==> src/ffba_pkg.sv <==
// Shared types and constants for the first-fit block allocator.
package ffba_pkg;

   // Request type codes
   localparam logic REQ_ALLOC    = 1'b0;
   localparam logic REQ_OWNER_WR = 1'b1;

   // Map entry that marks a free block, and the failure offset
   localparam logic [7:0]  FREE_MARK = 8'hFF;
   localparam logic [15:0] FAIL_CODE = 16'hFFFF;

   typedef enum logic [2:0] {
      ST_CLEAR,
      ST_IDLE,
      ST_MAP_RD,
      ST_MAP_EVAL,
      ST_SIZE_RD,
      ST_SIZE_EVAL,
      ST_FILL,
      ST_DONE
   } ffba_state_type;

   // Controller to datapath
   typedef struct packed {
      logic clear_step;
      logic owner_write;
      logic load_req;
      logic set_fail;
      logic map_rd;
      logic size_rd;
      logic skip_one;
      logic skip_jump;
      logic advance_j;
      logic fill_start;
      logic fill_step;
      logic rsp_load;
   } ffba_cmd_type;

   // Datapath to controller
   typedef struct packed {
      logic clear_last;
      logic req_write;
      logic req_id_bad;
      logic j_past_map;
      logic map_free;
      logic occ_known;
      logic j_is_pos;
      logic run_past_end;
      logic zero_blocks;
      logic run_last;
      logic rsp_free;
   } ffba_sts_type;

endpackage

==> src/ffba_ctrl.sv <==
// Sequencer for the allocator: clearing pass, map walk, fill and response.
module ffba_ctrl
   import ffba_pkg::*;
(
   input  logic         clock,
   input  logic         reset,
   input  logic         req_valid,
   output logic         req_ready,
   input  ffba_sts_type sts,
   output ffba_cmd_type cmd
);

   ffba_state_type state_ff;
   ffba_state_type state_in;

   // State register
   always_ff @(posedge clock) begin
      if (reset) begin
         state_ff <= ST_CLEAR;
      end else begin
         state_ff <= state_in;
      end
   end

   // Next state
   always_comb begin
      state_in = state_ff;
      case (state_ff)
         ST_CLEAR: begin
            if (sts.clear_last) state_in = ST_IDLE;
         end
         ST_IDLE: begin
            if (req_valid && !sts.req_write) begin
               state_in = sts.req_id_bad ? ST_DONE : ST_MAP_RD;
            end
         end
         ST_MAP_RD: begin
            state_in = sts.j_past_map ? ST_DONE : ST_MAP_EVAL;
         end
         ST_MAP_EVAL: begin
            if (!sts.map_free) begin
               state_in = sts.occ_known ? ST_SIZE_RD : ST_MAP_RD;
            end else if (sts.j_is_pos && (sts.run_past_end || sts.zero_blocks)) begin
               state_in = ST_DONE;
            end else if (sts.run_last) begin
               state_in = ST_FILL;
            end else begin
               state_in = ST_MAP_RD;
            end
         end
         ST_SIZE_RD:   state_in = ST_SIZE_EVAL;
         ST_SIZE_EVAL: state_in = ST_MAP_RD;
         ST_FILL: begin
            if (sts.run_last) state_in = ST_DONE;
         end
         ST_DONE: begin
            if (sts.rsp_free) state_in = ST_IDLE;
         end
         default: state_in = ST_CLEAR;
      endcase
   end

   // Commands
   always_comb begin
      cmd       = '0;
      req_ready = 1'b0;
      case (state_ff)
         ST_CLEAR: cmd.clear_step = 1'b1;
         ST_IDLE: begin
            req_ready = 1'b1;
            if (req_valid) begin
               if (sts.req_write) begin
                  cmd.owner_write = 1'b1;
               end else if (sts.req_id_bad) begin
                  cmd.set_fail = 1'b1;
               end else begin
                  cmd.load_req = 1'b1;
               end
            end
         end
         ST_MAP_RD: begin
            if (sts.j_past_map) begin
               cmd.set_fail = 1'b1;
            end else begin
               cmd.map_rd = 1'b1;
            end
         end
         ST_MAP_EVAL: begin
            if (!sts.map_free) begin
               cmd.skip_one = !sts.occ_known;
            end else if (sts.j_is_pos && sts.run_past_end) begin
               cmd.set_fail = 1'b1;
            end else if (sts.j_is_pos && sts.zero_blocks) begin
               cmd = '0;
            end else if (sts.run_last) begin
               cmd.fill_start = 1'b1;
            end else begin
               cmd.advance_j = 1'b1;
            end
         end
         ST_SIZE_RD:   cmd.size_rd = 1'b1;
         ST_SIZE_EVAL: cmd.skip_jump = 1'b1;
         ST_FILL:      cmd.fill_step = 1'b1;
         ST_DONE:      cmd.rsp_load = sts.rsp_free;
         default:      cmd = '0;
      endcase
   end

endmodule

==> config.mk <==
export PLATFORM = sky130hd
export DESIGN_NAME = ffba_ctrl
export DESIGN_NICKNAME = d
export VERILOG_FILES = /design/src/ffba_pkg.sv /design/src/ffba_ctrl.sv
export SDC_FILE = /design/constraint.sdc
export NUM_CORES = 1
export LEC_CHECK = 0
export ABC_AREA = 1
export BUFFER_PORTS_ARGS = -buffer_cell sky130_fd_sc_hd__buf_4
export CAP_MARGIN = 20
export CORE_AREA = 2 2 39 41
export CTS_BUF_LIST = sky130_fd_sc_hd__clkbuf_16
export CTS_CLUSTER_SIZE = 10
export DETAILED_ROUTE_END_ITERATION = 10
export DIE_AREA = 0 0 41 43
export PLACE_DENSITY = 0.64
export RECOVER_POWER = 25
export SYNTH_ARGS = -nofsm -noshare
export SYNTH_HDL_FRONTEND = slang
export SYNTH_SLANG_ARGS = --single-unit
==> constraint.sdc <==
create_clock -name clock -period 3.3 [get_ports clock]
set_input_delay 0.66 -clock clock [delete_from_list [all_inputs] [get_ports clock]]
set_output_delay 0.66 -clock clock [all_outputs]
set_load 0.1 [all_outputs]
==> results of run 1 <==
-- cell usage in the layout, fill, tap and decap left out, types with 2 or more instances in the layout --
cell type   n
a21oi_1     4
buf_4      25
clkbuf_16   3
dfxtp_1     3
inv_1      10
inv_2       2
inv_4       2
nand2_1    12
nand2_2     4
nand3_1     5
nor2_1     10
nor2_4      2
nor3_1      2
nor3_2      3
nor4_2      2
-- per-stage QoR --
step	cells	hold slack, ps	utilization	area (µm²)	power (W)
final	114	606.9	0.5181	716.9	0.0007517
after global routing	114	616.7	0.5181	716.9	0.0007876
after CTS	114	605.5	0.5244	725.7	0.0007691
after detailed placement	110	666.6	0.4675	646.9	0.0005762
after global placement	110	681.1	0.4675	646.9	0.0005737
after floorplan	70	596.6	-	454.2	0.0005080
-- worst min path at each step --
| stage | start | to | slack, ps |
|---|---|---|---|
| 2_1_floorplan | state_ff[0] | state_ff[0] | 600 |
| 3_3_place_gp | state_ff[0] | state_ff[0] | 680 |
| 3_5_place_dp | state_ff[0] | state_ff[0] | 670 |
| 4_1_cts | reset | state_ff[0] | 610 |
| 5_1_grt | reset | state_ff[0] | 620 |
| 6_report | reset | state_ff[0] | 610 |
-- routing by layer --
layer / up-vias / routed length (µm)
met4: 0 / 0
met5: - / 0
met3: 0 / 65
met2: 16 / 584
li1: 277 / -
met1: 216 / 517
-- logic make-up after synthesis --
family	after synthesis	synth area share
AND/OR/NAND/NOR	43	0.5337
buffers and inverters	15	0.1789
AO/OA/AOI/OAI	9	0.1466
flip-flops	3	0.1408
-- power by group --
group / internal, W / switching (W)
combinational: 0.000111 / 0.000366
sequential: 0.0000508 / 0.0000375
clock: 0.000156 / 0.0000311
-- worst reg2reg max path, cell delays in order, from the launching register on --
cell and delay, ps:
dfxtp_1 530, nand3_1 280, nor2_1 190, nand2_1 70
nand3_1 80, nand2_1 70, a21oi_2 120
-- synth_stat cells, drive strengths merged --
| cell type | number | area (µm²) |
|---|---|---|
| nor4 | 2 | 12.51 |
| dfxtp | 3 | 60.06 |
| nor2 | 12 | 60.06 |
| nand3 | 6 | 47.55 |
| a21oi | 5 | 28.78 |
| inv | 13 | 53.80 |
| nand4 | 1 | 6.260 |
| and2 | 1 | 6.260 |
| nand2 | 16 | 70.06 |
| buf | 2 | 22.52 |
| o211ai | 1 | 7.510 |
| o21ai | 3 | 26.27 |
| nor3 | 5 | 25.02 |
-- final cells by class --
type                            instances  area (µm²)  area share
Timing Repair Buffer                   26       191.4      0.2670
Multi-Input combinational cell         52       312.8      0.4363
Clock buffer                            3       75.07      0.1047
Inverter                               13       53.80     0.07504
Sequential cell                         3       60.06     0.08377
Clock inverter                          1       3.754    0.005236
Tap cell                               16       20.02     0.02792
==> summary by stage, run 1 <==
Clock network
The total clock sinks is 3. The clock latency of the later-clocked register in the worst-skew pair is 220 ps. In this run the number of H-tree levels came out at 1. CTS placed an instance of clkbuf_16 at the clock tree root. The number of clock buffers added by TritonCTS is 3. Post-CTS repair changed the size of 0 cells.

The clock passes through at most 2 buffers. Hold repair after CTS inserted 0 buffers. The total setup buffers inserted after CTS is 0. The clock-pin slew on the worst setup and hold paths is 30 ps. The CTS tree is built.

GRT
The total overflow left after global routing is 0. The first-pass GRT wire length is 1794 µm. The number of antenna violations at the first check in global routing is 0. The routing usage on met2 is 0.2344.

The largest net degree at the start of global routing is 10. For met3 alone, demand over resource in global routing was 0.01571. The total global-route track usage is 0.1464. In the global route stage, met1 resource usage came out at 0.1891. The via count of the first global-routing pass is 460. The global-route layer with the greatest usage is met2.

Place
The worst slack at placement is 1079 ps. The number of buffer cells added on primary ports is 26. The congestion estimate from routability-driven global placement came to 0.7664. Once detailed placement completed, the half-perimeter wirelength came to 933.4 µm.

Logic synthesis
Yosys printed 0 warnings. Counting every instance in the synthesized netlist gives 70. The post-synthesis sequential element count is 3. In this run the cell area of the synthesized design comes to 426.7 µm². Synthesis instantiated 22 different standard cells from the library. The post-synthesis net count is 84. The average size of a mapped cell is 6.095 µm². The sequential share of the synthesized area is 0.1408.

Finish
The number of nets in the final layout is 113. Fill cells in the final layout number 153. Compared with the post-synthesis result, the final layout area differs by 68.04%.

The largest registers in the layout are state_ff (3). The layout cell share with drive strength beyond 1 is 0.4694. The flip-flop count of the largest register after layout is 3. The register with the most flip-flops in the final layout is state_ff.

The repair_antennas step left the layout with diodes totalling 0.

STA
The worst path meets setup with 902.2 ps of slack. For the pin with the worst max-slew slack, the measured transition is 1161 ps. After layout, the minimum clock period comes to 2398 ps. The final max-slew violation count is 0. Measured against its own limit, the worst slew margin works out to 0.2294. The highest clock frequency the design can meet is 417.1 MHz. The period utilization is 0.7266. Setup repair after global routing left no endpoint under its margin. Setup violations remaining at the end of the flow were counted as 0. The total count of hold-check failures in the final report is 0. The sum of negative setup slack is 0 ps. The worst clock skew is 1.093 ps.

Drt
The count of nets left with antenna violations once routing finished came out at 0. The first routing iteration left 4 violations. The pre-antenna-repair detailed-routing pass consisted of 3 iterations. The count of unresolved DRC violations after routing is 0.

After detailed routing, the average wire length per cell comes to 10.24 µm. Wires add up to 1167 µm. The via-per-instance ratio is 4.465. The final route contains 509 vias.

Setup path
The origin of the worst setup path is state_ff[0]. The slowest stage of the critical path belongs to the cell dfxtp_1. The worst setup path is launched from a flip-flop.

The startpoint of the worst-slack reg-to-reg timing path is state_ff[0]. The endpoint of the worst register-to-register path is state_ff[0]. In this run the worst path has a maximum fanout of 8. The critical path goes through nand3_1 -> nor2_1 -> nand3_1 -> o211ai_1 -> buf_4. For flop-to-flop paths, the worst setup slack is 1890 ps. The number of buffers and inverters on the critical path is 1. The critical path in this run is classified as flip-flop to output port. The critical path data required time is 2640 ps.

The peak per-stage delay on the critical path is 530 ps. The critical path endpoint is cmd[8]. The family of cells with the greatest summed delay on the critical path is simple AND/OR/NAND/NOR gates.

Counting buffers and inverters, the worst setup path is 5 cells deep. The number of cell instances on the worst register-to-register path is 6. The data arrival time of the critical path is 1740 ps. In this design, the critical path's most frequently occurring cell is nand3_1.

STA classifies the critical path endpoint as an output port.

Status
The flow ran to the end, and the final reports show no timing, DRC or antenna violations.

Floorplan
The number of ports placed on the die boundary is 27. Row generation in the floorplan step produced 14 rows. The floorplan step defined a die boundary enclosing 0.001763 mm². The initial utilization of the core area, before any placement, comes to 0.3083. The height of the die is 43 µm. The die is 41 µm wide. The area of the core region is 0.001384 mm².

Run
The tool flagged a number of max-cap violations equal to 0.

Power and ir drop
The worst-case IR drop observed on VDD is 380.4 µV. The reported leakage power is 0.3609 nW. The power density over cell area is 1049 mW/mm².

Min path
The worst hold path passes through 2 cells. The path class of the tightest hold or removal check is primary input to flip-flop.
(Power assumes the default switching activity.)
==> run 2: changes to the inputs <==
==> constraint.sdc (replaced) <==
create_clock -name clock -period 2.3 [get_ports clock]
set_input_delay 0.46 -clock clock [delete_from_list [all_inputs] [get_ports clock]]
set_output_delay 0.46 -clock clock [all_outputs]
set_load 0.1 [all_outputs]
==> run 2 against run 1 <==
- setup slack worse by 700 ps
- die area unchanged
- register-to-register slack worse by 1000 ps
- sequential power up 50%
- power up 46%
- largest power group unchanged
- critical path depth unchanged
- combinational power up 45%
- sequential cell count unchanged
- core utilization up 0.99 points
- routed wire length up 3.6%
- sequential share of layout area about the same
- clock skew down 1.1 ps
==> summary by stage, run 2 (same netlist as run 1, synthesis figures left out) <==
Drt
The count of unresolved DRC violations after routing is 0 (unchanged). The number of vias in the routed layout was 547 (was 509). The number of antenna-violating nets in the routed design was 0 (unchanged).

The routed wire length is 1209 µm (was 1167 µm). The average wire per cell in the routed design is 10.61 µm (was 10.24 µm). The number of detailed-routing iterations run before antenna repair is 4 (was 3).

The detailed router's first-iteration violation count is 5 (was 4). The via-per-instance ratio is 4.798 (was 4.465).

Clock network
The clock root buffer is clkbuf_16 (unchanged). The number of H-tree levels is 1 (unchanged). The maximum count of clock buffers along a single path is 2 (unchanged). The clock-pin slew on the worst setup and hold paths is 30 ps (about the same).

The number of hold-repair buffers added at the cts stage is 0 (unchanged). The CTS buffer count is 3 (unchanged). The total setup buffers inserted after CTS is 0 (unchanged). The number of resized instances in the post-cts repair step is 0 (unchanged). The total clock sinks is 3 (unchanged). The CTS tree is built (unchanged). The clock latency of the later-clocked register in the worst-skew pair is 220 ps (about the same).

Floorplan
The area of the core region is 0.001384 mm² (unchanged). The number of ports placed on the die boundary is 27 (unchanged). The initial standard-cell utilization of the core is 0.3083 (unchanged). The floorplan die area is 0.001763 mm² (unchanged).

The height of the die is 43 µm (unchanged). The horizontal extent of the die was 41 µm (unchanged). The site row count is 14 (unchanged).

GRT
The via count of the first global-routing pass came to 530 (was 460). The total overflow reported by the global router is 0 (unchanged). The first-pass GRT wire length is 1980 µm (was 1794 µm).

The largest net degree at the start of global routing is 10 (unchanged). The total global-route track usage is 0.1625 (was 0.1464). The number of antenna violations at the first check in global routing is 0 (unchanged).

Finish
Commonest cells after routing, fill and taps aside: 25 x buf_4, 12 x nand2_1, 10 x inv_1, 7 x nor2_1, 5 x nor3_2 (was 25 x buf_4, 12 x nand2_1, 10 x nor2_1, 10 x inv_1, 5 x nand3_1). The total inserted antenna cells came to 0 (unchanged). The final non-filler cell total is 114 (unchanged). Largest registers in the final layout: state_ff (3) (unchanged). The most frequent standard cell in the layout excluding fill and tap cells is buf_4 (unchanged). The relative area change from synthesis to final layout is 71.26% (was 68.04%).

The layout cell share with drive strength beyond 1 is 0.5408 (was 0.4694). The number of nets in the final layout was 113 (unchanged). The register with the most flip-flops is state_ff (unchanged). The flip-flop count of the largest register after layout was 3 (unchanged).

Power and ir drop
The peak supply drop is 719.4 µV (was 380.4 µV). The reported leakage power is 0.3634 nW (was 0.3609 nW). The power density over cell area is 1498 mW/mm² (was 1049 mW/mm²).

Setup path
The critical path data required time is 1840 ps (was 2640 ps). The startpoint kind of the worst setup timing path is a flip-flop (unchanged). The classification of the worst setup path was flip-flop to output port (unchanged). The category of the worst setup path capture point is an output port (unchanged).

The largest driver fanout on the critical path came to 9 (was 8). The data arrival time of the critical path is 1630 ps (was 1740 ps).

STA
The sum of negative setup slack was 0 ps (unchanged). The highest clock frequency the design can meet is 477.5 MHz. The final max-slew violation count came to 0 (unchanged).

RSZ-0062 raised after global routing: no (unchanged). The final setup violation count is 0 (unchanged). The relative slew slack is 0.6436 (was 0.2294). The worst clock skew is 0.04236 ps (was 1.093 ps).

The final critical delay including setup and external delays is 2094 ps. The actual slew at the worst max-slew pin is 536.9 ps (was 1161 ps). In the finished design, the share of the clock period the worst path needs comes to 0.9106.

The total count of hold-check failures in the final report came to 0 (unchanged). The post-layout worst setup margin is 205.6 ps (was 902.2 ps).

Place
The routability congestion estimate came to 0.8196 (was 0.7664). The worst slack at placement was 453.5 ps (was 1079 ps). The number of buffer cells added on primary ports came to 26 (unchanged). The number of placed instances with taps included came to 110 (unchanged).

The final HPWL from detailed placement is 949.8 µm (was 933.4 µm).

Min path
The path type of the worst min-delay path is primary input to flip-flop (unchanged).

Status
Run status: finished, final reports clean (unchanged).

Run
The count of max-cap constraint violations is 0 (unchanged).
==> run 2: cell types whose count changed in the layout (fill, tap and decap cells not counted), moves of 2 or more <==
cell / delta
nor3_1: -2
nor3_2: +2
nor2_2: +3
nor2_1: -3
==> run 2: worst max-delay path: stages, from the launching register on <==
cell,delay [ps]
dfxtp_1,550
nand3_2,200
nor2_1,160
nand3_1,80
o211ai_1,100
buf_4,320
==> run 2: cell type report <==
class | count | area (µm²)
multi-input cells | 52 | 324.1
repair buffers | 26 | 192.7
clock buffers | 3 | 75.07
flip-flops and latches | 3 | 61.31
clock inverters | 1 | 3.754
well taps | 16 | 20.02
inverters | 13 | 53.80
fillers | 135 | 653.1
==> run 2: report_power, final <==
group          internal [W]  switching (W)
Combinational      0.000163       0.000525
Clock              0.000224      0.0000501
Sequential        0.0000740      0.0000577
Total              0.000461       0.000633
==> run 2: path summary, 6_finish.rpt <==
path	start	end	slack [ps]	cells past startpoint
setup / recovery	state_ff[1]	cmd[8]	210	5
hold / removal	reset	state_ff[0]	410	2
setup reg to reg	state_ff[1]	state_ff[0]	850	6
hold reg to reg	state_ff[0]	state_ff[0]	670	2
==> run 2: layer usage <==
layer  part of all wire  GRT usage
met5                  0          0
met4                  0    0.08000
met3              0.051    0.03141
met2               0.52     0.2625
met1               0.43     0.1923
==> run 2: metrics by stage <==
stage | area (µm²) | utilization | hold slack, ps | power [W]
finish | 730.7 | 0.5280 | 407.2 | 0.001094
global route | 730.7 | 0.5280 | 411.3 | 0.001149
CTS | 744.5 | 0.5380 | 406.5 | 0.001125
detailed placement | 665.6 | 0.4810 | 639.1 | 0.0008452
global placement | 665.6 | 0.4810 | 636.2 | 0.0008423
floorplan | 473.0 | - | 521.7 | 0.0007470
